==> src/hw/rtl/cqmd_pkg.sv <==
// shared types and constants for the circular queue with multi-item dequeue
`default_nettype none

package cqmd_pkg;

    localparam int DEPTH_DEF   = 16;
    localparam int OPCODE_W    = 2;
    localparam int VALUE_W     = 8;
    localparam int COUNT_W     = 5;
    localparam int KIND_W      = 3;
    localparam int IN_TDATA_W  = 16;
    localparam int OUT_TDATA_W = 8;

    typedef enum logic [OPCODE_W-1:0] {
        OP_ENQUEUE = 2'd0,
        OP_DEQUEUE = 2'd1,
        OP_LIST    = 2'd2
    } opcode_t;

    typedef enum logic [KIND_W-1:0] {
        KIND_ACCEPTED = 3'd0,
        KIND_FULL     = 3'd1,
        KIND_EMPTY    = 3'd2,
        KIND_DEQUEUED = 3'd3,
        KIND_PENDING  = 3'd4
    } kind_t;

    typedef enum logic [1:0] {
        ST_IDLE,
        ST_FETCH,
        ST_SEND
    } state_t;

    typedef struct packed {
        logic  enq;
        logic  rsp_single;
        kind_t rsp_kind;
        logic  run_start;
        logic  fetch;
        logic  emit;
    } cmd_t;

    typedef struct packed {
        opcode_t op;
        logic    full;
        logic    empty;
        logic    take_zero;
        logic    out_free;
        logic    last_item;
    } status_t;

endpackage

`default_nettype wire

==> src/hw/rtl/cqmd_ctrl.sv <==
// controller state machine sequencing enqueue, dequeue runs and list runs
`default_nettype none

module cqmd_ctrl (
    input  wire logic            clk,
    input  wire logic            rst_n,
    input  wire logic            in_valid,
    output logic                 in_ready,
    input  wire cqmd_pkg::status_t status,
    output cqmd_pkg::cmd_t       cmd
);

    cqmd_pkg::state_t state_reg;
    cqmd_pkg::state_t state_next;
    logic             accept;

    assign in_ready = (state_reg == cqmd_pkg::ST_IDLE) && status.out_free;
    assign accept   = in_ready && in_valid;

    always_ff @(posedge clk or negedge rst_n)
    begin
        if (!rst_n)
        begin
            state_reg <= cqmd_pkg::ST_IDLE;
        end
        else
        begin
            state_reg <= state_next;
        end
    end

    // next state
    always_comb
    begin
        state_next = state_reg;
        case (state_reg)
            cqmd_pkg::ST_IDLE:
            begin
                if (accept && !status.empty)
                begin
                    if ((status.op == cqmd_pkg::OP_DEQUEUE && !status.take_zero) ||
                        status.op == cqmd_pkg::OP_LIST)
                    begin
                        state_next = cqmd_pkg::ST_FETCH;
                    end
                end
            end
            cqmd_pkg::ST_FETCH:
            begin
                state_next = cqmd_pkg::ST_SEND;
            end
            cqmd_pkg::ST_SEND:
            begin
                if (status.out_free && status.last_item)
                begin
                    state_next = cqmd_pkg::ST_IDLE;
                end
            end
            default:
            begin
                state_next = cqmd_pkg::ST_IDLE;
            end
        endcase
    end

    // commands
    always_comb
    begin
        cmd = '0;
        case (state_reg)
            cqmd_pkg::ST_IDLE:
            begin
                if (accept)
                begin
                    case (status.op)
                        cqmd_pkg::OP_ENQUEUE:
                        begin
                            cmd.rsp_single = 1'b1;
                            if (status.full)
                            begin
                                cmd.rsp_kind = cqmd_pkg::KIND_FULL;
                            end
                            else
                            begin
                                cmd.enq      = 1'b1;
                                cmd.rsp_kind = cqmd_pkg::KIND_ACCEPTED;
                            end
                        end
                        cqmd_pkg::OP_DEQUEUE, cqmd_pkg::OP_LIST:
                        begin
                            if (status.empty)
                            begin
                                cmd.rsp_single = 1'b1;
                                cmd.rsp_kind   = cqmd_pkg::KIND_EMPTY;
                            end
                            else if (status.op == cqmd_pkg::OP_LIST || !status.take_zero)
                            begin
                                cmd.run_start = 1'b1;
                            end
                        end
                        default:
                        begin
                            cmd = '0;
                        end
                    endcase
                end
            end
            cqmd_pkg::ST_FETCH:
            begin
                cmd.fetch = 1'b1;
            end
            cqmd_pkg::ST_SEND:
            begin
                if (status.out_free)
                begin
                    cmd.emit  = 1'b1;
                    cmd.fetch = !status.last_item;
                end
            end
            default:
            begin
                cmd = '0;
            end
        endcase
    end

    a_single_only_idle: assert property (@(posedge clk) disable iff (!rst_n)
        (cmd.rsp_single || cmd.run_start) |-> (state_reg == cqmd_pkg::ST_IDLE))
        else $error("transaction started outside idle");

    a_fetch_then_send: assert property (@(posedge clk) disable iff (!rst_n)
        (state_reg == cqmd_pkg::ST_FETCH) |=> (state_reg == cqmd_pkg::ST_SEND))
        else $error("fetch not followed by send");

    a_run_from_idle: assert property (@(posedge clk) disable iff (!rst_n)
        cmd.run_start |=> (state_reg == cqmd_pkg::ST_FETCH))
        else $error("run start did not enter fetch");

endmodule

`default_nettype wire

==> src/hw/rtl/cqmd_dp.sv <==
// datapath: slot memory, head/tail pointers, occupancy, run counter and output register
`default_nettype none

module cqmd_dp #(
    parameter int DEPTH = cqmd_pkg::DEPTH_DEF
) (
    input  wire logic                               clk,
    input  wire logic                               rst_n,
    input  wire logic [cqmd_pkg::IN_TDATA_W-1:0]    in_data,
    input  wire logic [cqmd_pkg::OPCODE_W-1:0]      in_user,
    input  wire logic                               out_ready,
    output logic                                    out_valid,
    output logic [cqmd_pkg::OUT_TDATA_W-1:0]        out_data,
    output logic                                    out_last,
    output logic [cqmd_pkg::KIND_W-1:0]             out_user,
    input  wire cqmd_pkg::cmd_t                     cmd,
    output cqmd_pkg::status_t                       status
);

    localparam int IDX_W = (DEPTH > 1) ? $clog2(DEPTH) : 1;
    localparam int OCC_W = $clog2(DEPTH + 1);
    localparam int CMP_W = (OCC_W > cqmd_pkg::COUNT_W) ? OCC_W : cqmd_pkg::COUNT_W;

    logic [cqmd_pkg::VALUE_W-1:0] slot_mem [DEPTH];
    logic [cqmd_pkg::VALUE_W-1:0] rd_data_reg;

    logic [IDX_W-1:0] head_reg;
    logic [IDX_W-1:0] tail_reg;
    logic [IDX_W-1:0] rd_ptr_reg;
    logic [OCC_W-1:0] occ_reg;
    logic [OCC_W-1:0] remain_reg;
    logic             op_deq_reg;

    logic                          out_valid_reg;
    cqmd_pkg::kind_t               out_kind_reg;
    logic [cqmd_pkg::VALUE_W-1:0]  out_value_reg;
    logic                          out_last_reg;

    logic [cqmd_pkg::VALUE_W-1:0] item_value;
    logic [cqmd_pkg::COUNT_W-1:0] take_count;
    logic [CMP_W-1:0]             count_ext;
    logic [CMP_W-1:0]             occ_ext;
    logic [OCC_W-1:0]             take;
    logic                         out_free;

    function automatic logic [IDX_W-1:0] next_idx(input logic [IDX_W-1:0] x);
        logic [IDX_W-1:0] r;
        begin
            if (x == IDX_W'(DEPTH - 1))
            begin
                r = '0;
            end
            else
            begin
                r = x + 1'b1;
            end
            return r;
        end
    endfunction

    assign item_value = in_data[cqmd_pkg::VALUE_W-1:0];
    assign take_count = in_data[cqmd_pkg::VALUE_W +: cqmd_pkg::COUNT_W];
    assign count_ext  = CMP_W'(take_count);
    assign occ_ext    = CMP_W'(occ_reg);
    assign take       = (count_ext < occ_ext) ? OCC_W'(count_ext) : occ_reg;
    assign out_free   = !out_valid_reg || out_ready;

    assign status.op        = cqmd_pkg::opcode_t'(in_user);
    assign status.full      = (occ_reg == OCC_W'(DEPTH));
    assign status.empty     = (occ_reg == '0);
    assign status.take_zero = (take_count == '0);
    assign status.out_free  = out_free;
    assign status.last_item = (remain_reg == OCC_W'(1));

    // slot memory, one write and one registered read port
    always_ff @(posedge clk)
    begin
        if (cmd.enq)
        begin
            slot_mem[tail_reg] <= item_value;
        end
        if (cmd.fetch)
        begin
            rd_data_reg <= slot_mem[rd_ptr_reg];
        end
    end

    always_ff @(posedge clk or negedge rst_n)
    begin
        if (!rst_n)
        begin
            head_reg      <= '0;
            tail_reg      <= '0;
            rd_ptr_reg    <= '0;
            occ_reg       <= '0;
            remain_reg    <= '0;
            op_deq_reg    <= 1'b0;
            out_valid_reg <= 1'b0;
        end
        else
        begin
            if (cmd.enq)
            begin
                tail_reg <= next_idx(tail_reg);
                occ_reg  <= occ_reg + 1'b1;
            end
            if (cmd.run_start)
            begin
                op_deq_reg <= (status.op == cqmd_pkg::OP_DEQUEUE);
                remain_reg <= (status.op == cqmd_pkg::OP_DEQUEUE) ? take : occ_reg;
                rd_ptr_reg <= head_reg;
            end
            if (cmd.fetch)
            begin
                rd_ptr_reg <= next_idx(rd_ptr_reg);
            end
            if (cmd.emit)
            begin
                remain_reg <= remain_reg - 1'b1;
                if (op_deq_reg)
                begin
                    head_reg <= next_idx(head_reg);
                    occ_reg  <= occ_reg - 1'b1;
                end
            end
            if (cmd.rsp_single || cmd.emit)
            begin
                out_valid_reg <= 1'b1;
            end
            else if (out_ready)
            begin
                out_valid_reg <= 1'b0;
            end
        end
    end

    // output payload
    always_ff @(posedge clk)
    begin
        if (cmd.rsp_single)
        begin
            out_kind_reg  <= cmd.rsp_kind;
            out_value_reg <= '0;
            out_last_reg  <= 1'b1;
        end
        else if (cmd.emit)
        begin
            out_kind_reg  <= op_deq_reg ? cqmd_pkg::KIND_DEQUEUED : cqmd_pkg::KIND_PENDING;
            out_value_reg <= rd_data_reg;
            out_last_reg  <= (remain_reg == OCC_W'(1));
        end
    end

    assign out_valid = out_valid_reg;
    assign out_data  = cqmd_pkg::OUT_TDATA_W'(out_value_reg);
    assign out_last  = out_last_reg;
    assign out_user  = out_kind_reg;

    a_occ_bound: assert property (@(posedge clk) disable iff (!rst_n)
        occ_reg <= OCC_W'(DEPTH))
        else $error("occupancy above depth");

    a_emit_remaining: assert property (@(posedge clk) disable iff (!rst_n)
        cmd.emit |-> (remain_reg != '0))
        else $error("emit with nothing remaining");

    a_enq_not_full: assert property (@(posedge clk) disable iff (!rst_n)
        cmd.enq |-> !status.full)
        else $error("enqueue into full queue");

    a_deq_drops_occ: assert property (@(posedge clk) disable iff (!rst_n)
        (cmd.emit && op_deq_reg) |=> (occ_reg == $past(occ_reg) - 1'b1))
        else $error("dequeue did not lower occupancy");

    a_no_load_overrun: assert property (@(posedge clk) disable iff (!rst_n)
        (cmd.rsp_single || cmd.emit) |-> out_free)
        else $error("output register overwritten");

endmodule

`default_nettype wire

==> src/hw/rtl/circular_queue_multi_dequeue.sv <==
// circular queue of 8-bit items with enqueue, multi-item dequeue and list
// usage:
//   input transaction on s_axis: tuser carries the opcode (enqueue, dequeue,
//   list), tdata carries the item value and the dequeue count.
//   each input gives zero or more output transactions on m_axis: tuser is
//   the result kind, tdata the item value, tlast marks the final result.
//   enqueue and empty/full answers are one result, shown the cycle after
//   the input transaction; one such input can be taken every cycle while
//   m_axis_tready is high. a dequeue or list run of n items (n up to DEPTH)
//   shows its first item after the FETCH state, the registered slot memory
//   read and the output register, then one item per cycle while m_axis_tready
//   is high; it holds the input until its last item is loaded. the FETCH state
//   comes from the single registered read port of the slot memory.
//   a dequeue with count zero on a non-empty queue and opcode 3 give no result.
//   when m_axis_tready is low the result holds in the output register and
//   both the run and the input side wait.
//   reset clears pointers and occupancy (queue empty); slot contents are
//   not cleared and need no clearing pass.
`default_nettype none

module circular_queue_multi_dequeue #(
    parameter int DEPTH = cqmd_pkg::DEPTH_DEF
) (
    input  wire logic                            clk,
    input  wire logic                            rst_n,
    input  wire logic                            s_axis_tvalid,
    output logic                                 s_axis_tready,
    // item_value [7:0], take_count [12:8], zero [15:13]
    input  wire logic [cqmd_pkg::IN_TDATA_W-1:0] s_axis_tdata,
    // opcode [1:0]
    input  wire logic [cqmd_pkg::OPCODE_W-1:0]   s_axis_tuser,
    output logic                                 m_axis_tvalid,
    input  wire logic                            m_axis_tready,
    // value_out [7:0]
    output logic [cqmd_pkg::OUT_TDATA_W-1:0]     m_axis_tdata,
    output logic                                 m_axis_tlast,
    // kind [2:0]
    output logic [cqmd_pkg::KIND_W-1:0]          m_axis_tuser
);

    cqmd_pkg::cmd_t    cmd;
    cqmd_pkg::status_t status;

    cqmd_ctrl u_ctrl (
        .clk      (clk),
        .rst_n    (rst_n),
        .in_valid (s_axis_tvalid),
        .in_ready (s_axis_tready),
        .status   (status),
        .cmd      (cmd)
    );

    cqmd_dp #(
        .DEPTH (DEPTH)
    ) u_dp (
        .clk       (clk),
        .rst_n     (rst_n),
        .in_data   (s_axis_tdata),
        .in_user   (s_axis_tuser),
        .out_ready (m_axis_tready),
        .out_valid (m_axis_tvalid),
        .out_data  (m_axis_tdata),
        .out_last  (m_axis_tlast),
        .out_user  (m_axis_tuser),
        .cmd       (cmd),
        .status    (status)
    );

endmodule

`default_nettype wire

==> config.mk <==
export PLATFORM = sky130hd
export DESIGN_NAME = circular_queue_multi_dequeue
export DESIGN_NICKNAME = d
export VERILOG_FILES = /design/src/hw/rtl/cqmd_pkg.sv /design/src/hw/rtl/cqmd_ctrl.sv /design/src/hw/rtl/cqmd_dp.sv /design/src/hw/rtl/circular_queue_multi_dequeue.sv
export SDC_FILE = /design/constraint.sdc
export NUM_CORES = 1
export LEC_CHECK = 0
export BUFFER_PORTS_ARGS = -buffer_cell sky130_fd_sc_hd__buf_4
export CORE_UTILIZATION = 60
export CTS_CLUSTER_SIZE = 25
export DETAILED_ROUTE_END_ITERATION = 12
export PLACE_DENSITY = 0.78
export REMOVE_ABC_BUFFERS = 1
export SETUP_SLACK_MARGIN = 0.2
export SLEW_MARGIN = 20
export SYNTH_ARGS = -nofsm -noshare
export SYNTH_HDL_FRONTEND = slang
export SYNTH_SLANG_ARGS = --single-unit
==> constraint.sdc <==
create_clock -name clk -period 2.3 [get_ports clk]
set_input_delay 0.23 -clock clk [delete_from_list [all_inputs] [get_ports clk]]
set_output_delay 0.23 -clock clk [all_outputs]
set_load 0.01 [all_outputs]
# == Yosys cells after proc, flatten, opt, wreduce, memory -nomap -nowiden ==
# Memories as Yosys holds them, arrays and structs flattened. A register that Yosys moved wholly into a read port is not among the register bits.
# Index checks and enable logic that the tools add are counted.
# totals
ff_bits,38
mem_count,1
output_inout_bits,14
ram_bits,128
elab_cells,91
input_bits,22
# classes
muxes,36
addsub,6
n_eq_ne,12
reduce_logical,24
order_cmp,1
# mem_list
memory,depth,word_bits,read_ports,rd_ports_with_merged_regs,wr,line,source
u_dp.slot_mem,16,8,1,1,1,cqmd_dp.sv:24,logic [cqmd_pkg::VALUE_W-1:0] slot_mem [DEPTH];
# op_table
cell,n
$mux 5,7
$mux 4,6
$add 4x1->4 const B,3
$eq 4x4->1 const B,3
$logic_not 5->1,2
$mux 1,10
$sub 5x1->5 const B,2
$mux 3,3
$mux 2,4
$mux 8,1
$pmux 4 s2,1
$reduce_bool 2->1,4
$mux 6,1
$pmux 2 s3,1
$add 5x1->5 const B,1
$eq 5x1->1 const B,1
$eq 5x5->1 const B,1
$logic_and 1x1->1,5
$lt 5x5->1,1
$eq 2x1->1 const B,2
$eq 2x2->1 const B,2
$logic_not 1->1,4
$logic_not 2->1,2
$logic_or 1x1->1,4
other kinds (7),8

# == Longest topological paths before layout ==
# depth
word_depth,11
ltp_mapped,8
mapped_depth_nobuf,7

# == Cells and area by module ==
# Synthesis repeated with hierarchy kept, for this count alone.
# unflattened
cells_unflattened,513
area_unflattened_um2,7644.8
# modules_own_cells
mod,seq_area_each_um2,n_inst,cells_per_inst,area_each_um2
cqmd_dp,4954.8,1,476,7322.0
cqmd_ctrl,50.0,1,37,322.8

# == Worst setup path before layout ==
# Ideal clock, no wire load.
# synth_timing
path_type,register -> register
start,"register u_dp.occ_reg[0], in the netlist u_dp.occ_ext[0]"
end,"memory u_dp.slot_mem[7][0] in the netlist's numbering, enable pin"
period_less_slack_ps,2087
arrival_ps,1756
setup_time_ps,332
path_slack_ps,213
path_buffers,1
stages_incl_launch_ff,8
t_required_ps,1968
path_cell_list,dfrtp_1 inv_1 ha_1 and3_1 or2_1 buf_2 nor3b_2 and2_1
# synth_via
elab_chain_len,7
# synth_rtl
element,line,source
from (decl),cqmd_dp.sv:30,logic [OCC_W-1:0] occ_reg;
from (signal assigned),cqmd_dp.sv:105,occ_reg <= occ_reg + 1'b1;
from (signal assigned),cqmd_dp.sv:123,occ_reg <= occ_reg - 1'b1;
$eq 5x5->1,cqmd_dp.sv:69,assign status.full = (occ_reg == OCC_W'(DEPTH));
$mux 1,cqmd_ctrl.sv:79,if (status.full)
$mux 1,cqmd_ctrl.sv:75,case (status.op)
$mux 8,cqmd_ctrl.sv:73,if (accept)
$mux 6,cqmd_ctrl.sv:70,case (state_reg)
$mux 1,cqmd_dp.sv:78,if (cmd.enq)
$mux 1 (not written as such),cqmd_dp.sv:80,slot_mem[tail_reg] <= item_value;
to (decl),cqmd_dp.sv:24,
# Every way passes these cells.

# == Worst setup path in the final report ==
# layout_timing
start,"register u_dp.occ_reg[2], in the netlist u_dp.occ_ext[2]"
end,register u_dp.remain_reg[4]
# layout_via
elab_chain_len,6
word_cells_on_any_way,11
cone_classes,order compare: 1; mux: 8; reduce/logical: 2
# layout_rtl
element,line,source
"parallel branches: the longest is 6 deep, another holds $lt 5x5->1",--,
to (signal assigned),cqmd_dp.sv:110,remain_reg <= (status.op == cqmd_pkg::OP_DEQUEUE) ? take : occ_reg;
to (signal assigned),cqmd_dp.sv:119,remain_reg <= remain_reg - 1'b1;
to (decl),cqmd_dp.sv:31,logic [OCC_W-1:0] remain_reg;
# Parallel ways; which one is timed is not known. The select of a mux whose other input is x is not followed.
# A chain may end at the register's enable or synchronous reset.

==> results.toml <==
[run_status]
status = "completed"

[setup_path]
arrival_ns = 2.38
required_ns = 2.62
r2r_cells = 7
cp_max_fo = 5
crit_type = "flop to flop"
crit_path_end_kind = "flop"
start_kind = "flop"

[detailed_routing]
drtPass1Iterations = 5
drc = 0
routed_wl_mm = 15.4
avgViaCountPerCell = 6.12
first_iter_violations = 431
num_vias = 4506
wl_per_cell_um = 20.9
ant_nets = 0

[timing]
finalSetupViolCount = 0
post-route-period-util_pct = 89.7
final_max_slew_viol_count = 0
fmax_mhz = 485
fin_crit_ns = 2.06
tns_ns = 0
worst_slew_pin_slew_ns = 0.686
rsz0062_at_grt = "yes"
final-hold-violation-count = 0
skew_ns = 0.0120
maxSlewHeadroom_pct = 54.3

[power]
p_leak_uw = 0.00328
p_total_uw = 10800
powerDensity_mw_per_mm2 = 1220
peakVddDrop_mv = 1.01

[grt]
grt_usage_pct = 25.5
grt_pass1_wl_mm = 23.7
grt_overflow = 0
antenna_found_initial = 0
grt_max_degree = 31
grt_pass1_vias = 4381

[final_layout]
postLayoutCoreUtil_pct = 73.0
diodes = 0
layout_common_cells = "edfxtp_1, buf_4, nand2_1, mux2i_1, o21ai_0"
mostFrequentLayoutCell = "edfxtp_1"
n_fill_cell = 755
drive_above_1_share_pct = 26.9
layout.cells.non_filler = 736
largest_register_ff_count = 128
area_delta_synth_final_pct = 17.5
design_area_sq_mm = 0.00885
nets = 599

[clocking]
insertion_delay_ns = 0.43
cts_buffers = 17
clk_pin_slew_ns = 0.07
htree_levels = 4
cts_root_buffer = "clkbuf_16"
tritoncts = "yes"
max-clock-path-buffers = 2
cts.sinks = 174

[logic_synthesis]
yosys_warnings = 0
ys_types = 53
ys_seq_area_share_pct = 66.5
synthesis.area_sq_mm = 0.00753
syn_avg_cell_area_sq_um = 15.0
synth_ff_type = "edfxtp_1"
syn_inst = 503
synth_edf_count = 139
async_reset_ff_share_pct = 14.9
synth-seq-cells = 174

[floorplan]
die_area_sq_mm = 0.0130
ioPinCount = 36
rows = 40
coreArea_sq_mm = 0.0121
fp.dieH_um = 114
fp.dieW_um = 114
start_util_pct = 62.2

[job]
drv_cap = 0

[placement]
post-dp-hpwl_mm = 10.2
postPlaceCellArea_sq_mm = 0.00806
dp.cells = 701
io_buffers = 32
globalplace.congestion = 0.831

[worst_hold_path]
whs_path_depth = 1
hold_path.class = "input port to flop"
Yosys cell counts, types with 6 or more instances:
library cell,count,area share (%)
edfxtp_1,139,55
nand2_1,41,2.0
mux2i_1,30,4.0
dfrtp_1,26,8.6
o21ai_0,25,1.7
ha_1,22,3.7
a21oi_1,21,1.4
and2_1,20,1.7
mux4_2,16,4.8
inv_1,15,0.75
nand3_1,15,1.0
mux2_2,13,1.9
a221oi_1,9,1.0
dfxtp_1,9,2.4
nor2_1,9,0.45
a22oi_1,8,0.80
clkbuf_1,8,0.40
buf_2,6,0.40
xnor2_1,6,0.70
final timing paths:
path                       slack, ns             endpoint             start
setup / recovery                0.24   u_dp.remain_reg[4]   u_dp.occ_ext[2]
hold / removal                  0.13  u_dp.slot_mem[6][6]   s_axis_tdata[6]
setup reg to reg                0.24   u_dp.remain_reg[4]   u_dp.occ_ext[2]
hold reg to reg                 0.46     u_dp.out_data[5]  u_dp.out_data[5]
max in group asynchronous       1.77      u_dp.occ_ext[2]             rst_n
min in group asynchronous       0.25       u_dp.out_valid             rst_n
report_power, final:
group	leakage (uW)	internal (uW)	switching (uW)
Combinational	0.00133	1470	1800
Clock	0.000311	1950	1220
Sequential	0.00164	3880	423
Total	0.00328	7300	3450
cells by family after synthesis:
group	share of synthesized area (%)
and+or+nand+nor	8.21
AOI/OAI and AO/OA	7.88
xor gates and xnor gates	0.698
adders and majority gates	3.66
DFF	66.5
muxes	10.7
buffers and inverters	2.39
repair_timing:
item,in CTS,in global routing
hold buffers,1,0
cloned,0,0
setup endpoints to repair,117,102
endpoints found under the hold margin,26,0
setup buffers,0,2
resized for setup,26,14
pin swaps,0,4
critical path, cell delays in order (launching register included):
cell and delay, ns:
dfrtp_2 0.41, inv_1 0.08, ha_1 0.32, a21o_1 0.20
a31oi_2 0.26, o21ai_4 0.12, mux2_2 0.30, o221a_2 0.26
per-stage QoR:
stage | hold slack, ns | setup WS (ns)
6_report | 0.129 | 0.237
2_1_floorplan | -0.0656 | -0.614
4_1_cts | 0.126 | 0.204
3_5_place_dp | 0.166 | 0.0137
5_1_grt | 0.132 | 0.158
3_3_place_gp | 0.159 | 0.0831
area by class of cell:
cell class	instances	area, sq um	area share (%)
Clock inverter	14	230	2.60
Sequential cell	174	5010	56.6
Inverter	15	56.3	0.636
Timing Repair Buffer	55	465	5.26
Clock buffer	18	429	4.85
Tap cell	168	210	2.38
Multi-Input combinational cell	292	2450	27.7
routing by layer:
metal	vias up	routed length, um	global-route usage [%]	share of wire (%)
li1	2042	-	-	-
met1	2247	6410	33.8	42
met2	188	7610	40.7	49
met3	29	1050	5.90	6.8
met4	0	352	11.6	2.3
met5	-	0	0	0
No activity file was read; power rests on OpenSTA's default activity.
